## config.mk

```make
export PLATFORM = sky130hd
export DESIGN_NAME = iirdf1_ram
export DESIGN_NICKNAME = d
export VERILOG_FILES = /design/src/iirdf1_ram.sv
export SDC_FILE = /design/constraint.sdc
export NUM_CORES = 1
export LEC_CHECK = 0
export ABC_AREA = 1
export BUFFER_PORTS_ARGS = -buffer_cell sky130_fd_sc_hd__buf_2
export CAP_MARGIN = 25
export CORE_AREA = 8 8 234 236
export CTS_BUF_LIST = sky130_fd_sc_hd__clkbuf_8
export CTS_CLUSTER_DIAMETER = 50
export CTS_CLUSTER_SIZE = 14
export DETAILED_ROUTE_END_ITERATION = 8
export DIE_AREA = 0 0 242 244
export PLACE_DENSITY = 0.65
export SKIP_LAST_GASP = 1
export SLEW_MARGIN = 10
export SYNTH_ARGS = -nofsm -noshare
export SYNTH_HDL_FRONTEND = slang
export SYNTH_SLANG_ARGS = --single-unit
```

## constraint.sdc

```tcl
create_clock -name clk_i -period 2.85 [get_ports clk_i]
set_input_delay 0.285 -clock clk_i [delete_from_list [all_inputs] [get_ports clk_i]]
set_output_delay 0.285 -clock clk_i [all_outputs]
set_load 0.005 [all_outputs]
```

## src/iirdf1_ram.sv

```systemverilog
`default_nettype none

module iirdf1_ram #(
  parameter int  WIDTH  = 32,
  parameter int  DEPTH  = 16,
  localparam int ADDR_W = (DEPTH > 1) ? $clog2(DEPTH) : 1
) (
  input  wire logic              clk_i,
  input  wire logic              we_i,
  input  wire logic [ADDR_W-1:0] waddr_i,
  input  wire logic [WIDTH-1:0]  wdata_i,
  input  wire logic [ADDR_W-1:0] raddr_i,
  output logic      [WIDTH-1:0]  rdata_o
);

  logic [WIDTH-1:0] mem_q [DEPTH];
  logic [WIDTH-1:0] rdata_q;

  always_ff @(posedge clk_i) begin
    if (we_i) begin
      mem_q[waddr_i] <= wdata_i;
    end
    rdata_q <= mem_q[raddr_i];
  end

  assign rdata_o = rdata_q;

endmodule

`default_nettype wire
```

==> run_results.csv <==
group,metric,value,unit
layout,fillers,4571,
placement,gp_congestion,0.8046,
synth,synth-seq-area-share,70.46,%
die,die_h,244,um
setup_path,cp_data_required_time,2.57,ns
setup_path,cp_max_fo,1,
layout,area_growth_syn_to_layout,10.21,%
detailed_routing,viasPerCell,5.000,
setup_path,max_stage_delay,0.43,ns
setup_path,cp.arrival,1.23,ns
detailed_routing,firstDrtPassIters,5,
cts,clockBufferDepth,3,
run,maxCapViolations,0,
placement,numPortBuffers,73,
setup_path,cp-start-kind,"flip-flop",
setup_path,end_kind,"output port",
min_path,hold_class,"primary input to flip-flop",
die,core_area,50890,um2
die,die_w,242,um
setup_path,crit_chain,"buf_2",
layout,stdcell_area,25050,um2
sta,setup_viol,0,
min_path,min_path_cells,1,
global_routing,grt_use_total,17.60,%
power_and_ir_drop,max-vdd-ir-drop,0.2644,mV
layout,fin_nets,2237,
detailed_routing,drt-total-wl,52600,um
synth,yosysWarnings,0,
layout,mostFrequentLayoutCell,"nand2_1",
sta,finalHoldViolations,0,
cts,h-tree-depth,2,
sta,rsz0062_at_grt,"false",
global_routing,grt_pass1_wl,82070,um
placement,place_area,23840,um2
die,rows,83,
synth,syn_avg_cell_area,10.72,um2
power_and_ir_drop,powerDensity,590.3,nW/um2
global_routing,overflow,0,
detailed_routing,drtIter0Drc,1448,
setup_path,rr_worst_depth,6,
sta,fmax,660.4,MHz
sta,slew_headroom,39.25,%
detailed_routing,wire_per_inst,18.05,um
synth,synth_cells,2120,
synth,synthesis.nets,2162,
sta,setup_tns,0,ns
die,start_util,44.67,%
die,dieArea,59050,um2
sta,finalCritPeriodShare,53.13,%
cts,clk_latency,0.66,ns
synth,synth_seq_cells,544,
detailed_routing,dr_total_vias,14570,
power_and_ir_drop,p_leak,10.64,nW
sta,fin_hold_ws,0.04738,ns
layout,seqCellArea,16020,um2
global_routing,grt_antenna_before_repair,3,
cts,numCtsBuffers,49,
cts,tritoncts,"built",
layout,stdcell_count,2914,
outcome,outcome,"completed",
layout,drive_gt1_share,8.696,%
die,io_pins,74,
global_routing,grt_pass1_vias,14230,
setup_path,slowest_stage,"dfxtp_1",
sta,max_slew.worst_pin.slew,0.9113,ns
setup_path,crit_type,"flip-flop to output port",
setup_path,cp.buffers_inverters,1,
cts,cts_root_buffer,"clkbuf_8",
sta,fin_skew,0.02805,ns
power_and_ir_drop,finalPower,14.79,mW
placement,place_hpwl,29470,um
layout,final_cell_mix,"677 x nand2_1, 512 x edfxtp_1, 403 x inv_1",
cts,cts_sinks,544,
global_routing,grt_max_degree,171,
cts,cts.clk_slew.worst_paths,0.09,ns
placement,dp.cells,2803,
sta,slew_viol_final,0,
detailed_routing,drc_errors,0,
synth,synthDistinctLibCells,15,
setup_path,critPathTopFamily,"flip-flops",
sta,min_period,1.514,ns
setup_path,cp_num_cells,1,
cts,cts_resized,0,
synth,syn-cell-area,22730,um2
layout,multiInputGateArea,4667,um2
detailed_routing,antenna_left,0,
[through the flow]
step / setup slack, ns / utilization [%]
5_1_grt: 1.290 / 49.22
3_3_place_gp: 0.7830 / 46.86
6_report: 1.336 / 49.23
2_1_floorplan: 0.5723 / -
3_5_place_dp: 0.7375 / 46.86
4_1_cts: 1.256 / 49.22
[sequential cells by signal (all words and copies together), names as in the netlist]
name,count
rdata_o,32
mem_q,512
[cell families after synthesis]
logic type / share of synthesized area [%]
buffers and inverters: 9.539
DFF: 70.46
and+or+nand+nor: 20.00
[synthesized netlist by cell type]
cell type | instances | share of area [%]
clkbuf_1 | 14 | 0.23
nand3_1 | 385 | 8.5
nand2_1 | 677 | 11
dfxtp_1 | 32 | 2.8
nor2_1 | 17 | 0.28
buf_6 | 29 | 1.4
buf_2 | 41 | 0.90
buf_12 | 1 | 0.088
edfxtp_1 | 512 | 68
buf_4 | 6 | 0.20
nand3b_1 | 2 | 0.066
inv_2 | 1 | 0.016
inv_4 | 1 | 0.028
inv_1 | 388 | 6.4
buf_1 | 14 | 0.23
[power by group]
part           internal [mW]  switching (mW)  total (mW)
clock                   2.10            2.64        4.74
combinational          0.315           0.744        1.06
sequential              8.93          0.0582        8.99
[path summary, 6_finish.rpt]
check	endpoint	from	slack, ns
worst max register to register	rdata_o[16]$_DFF_P_	mem_q[3][16]$_DFFE_PP_	1.72
worst min-delay path	mem_q[12][11]$_DFFE_PP_	wdata_i[11]	0.05
worst min register to register	rdata_o[30]$_DFF_P_	mem_q[6][30]$_DFFE_PP_	0.66
worst max-delay path	rdata_o[8]	rdata_o[8]$_DFF_P_	1.34
[final cells by class]
type | count | share of cell area [%]
diodes | 3 | 0.02997
clock buffers | 53 | 2.912
clock inverters | 34 | 1.039
inverters | 390 | 5.874
multi-input cells | 1081 | 18.63
flip-flops and latches | 544 | 63.93
well taps | 680 | 3.396
repair buffers | 129 | 4.190
[metal layers]
layer / GRT usage, % / wire [um] / vias up
li1: - / - / 6974
met1: 24.19 / 23070 / 7034
met2: 28.49 / 24680 / 481
met3: 2.758 / 3617 / 82
met4: 5.942 / 1234 / 0
met5: 0 / 0 / -
[what timing repair did]
item | in CTS | in global routing
hold buffers | 21 | 0
endpoints found under the hold margin | 262 | 0
setup buffers | 0 | 0
endpoints found under the setup margin | 0 | 0
No activity file was read; power rests on OpenSTA's default activity.
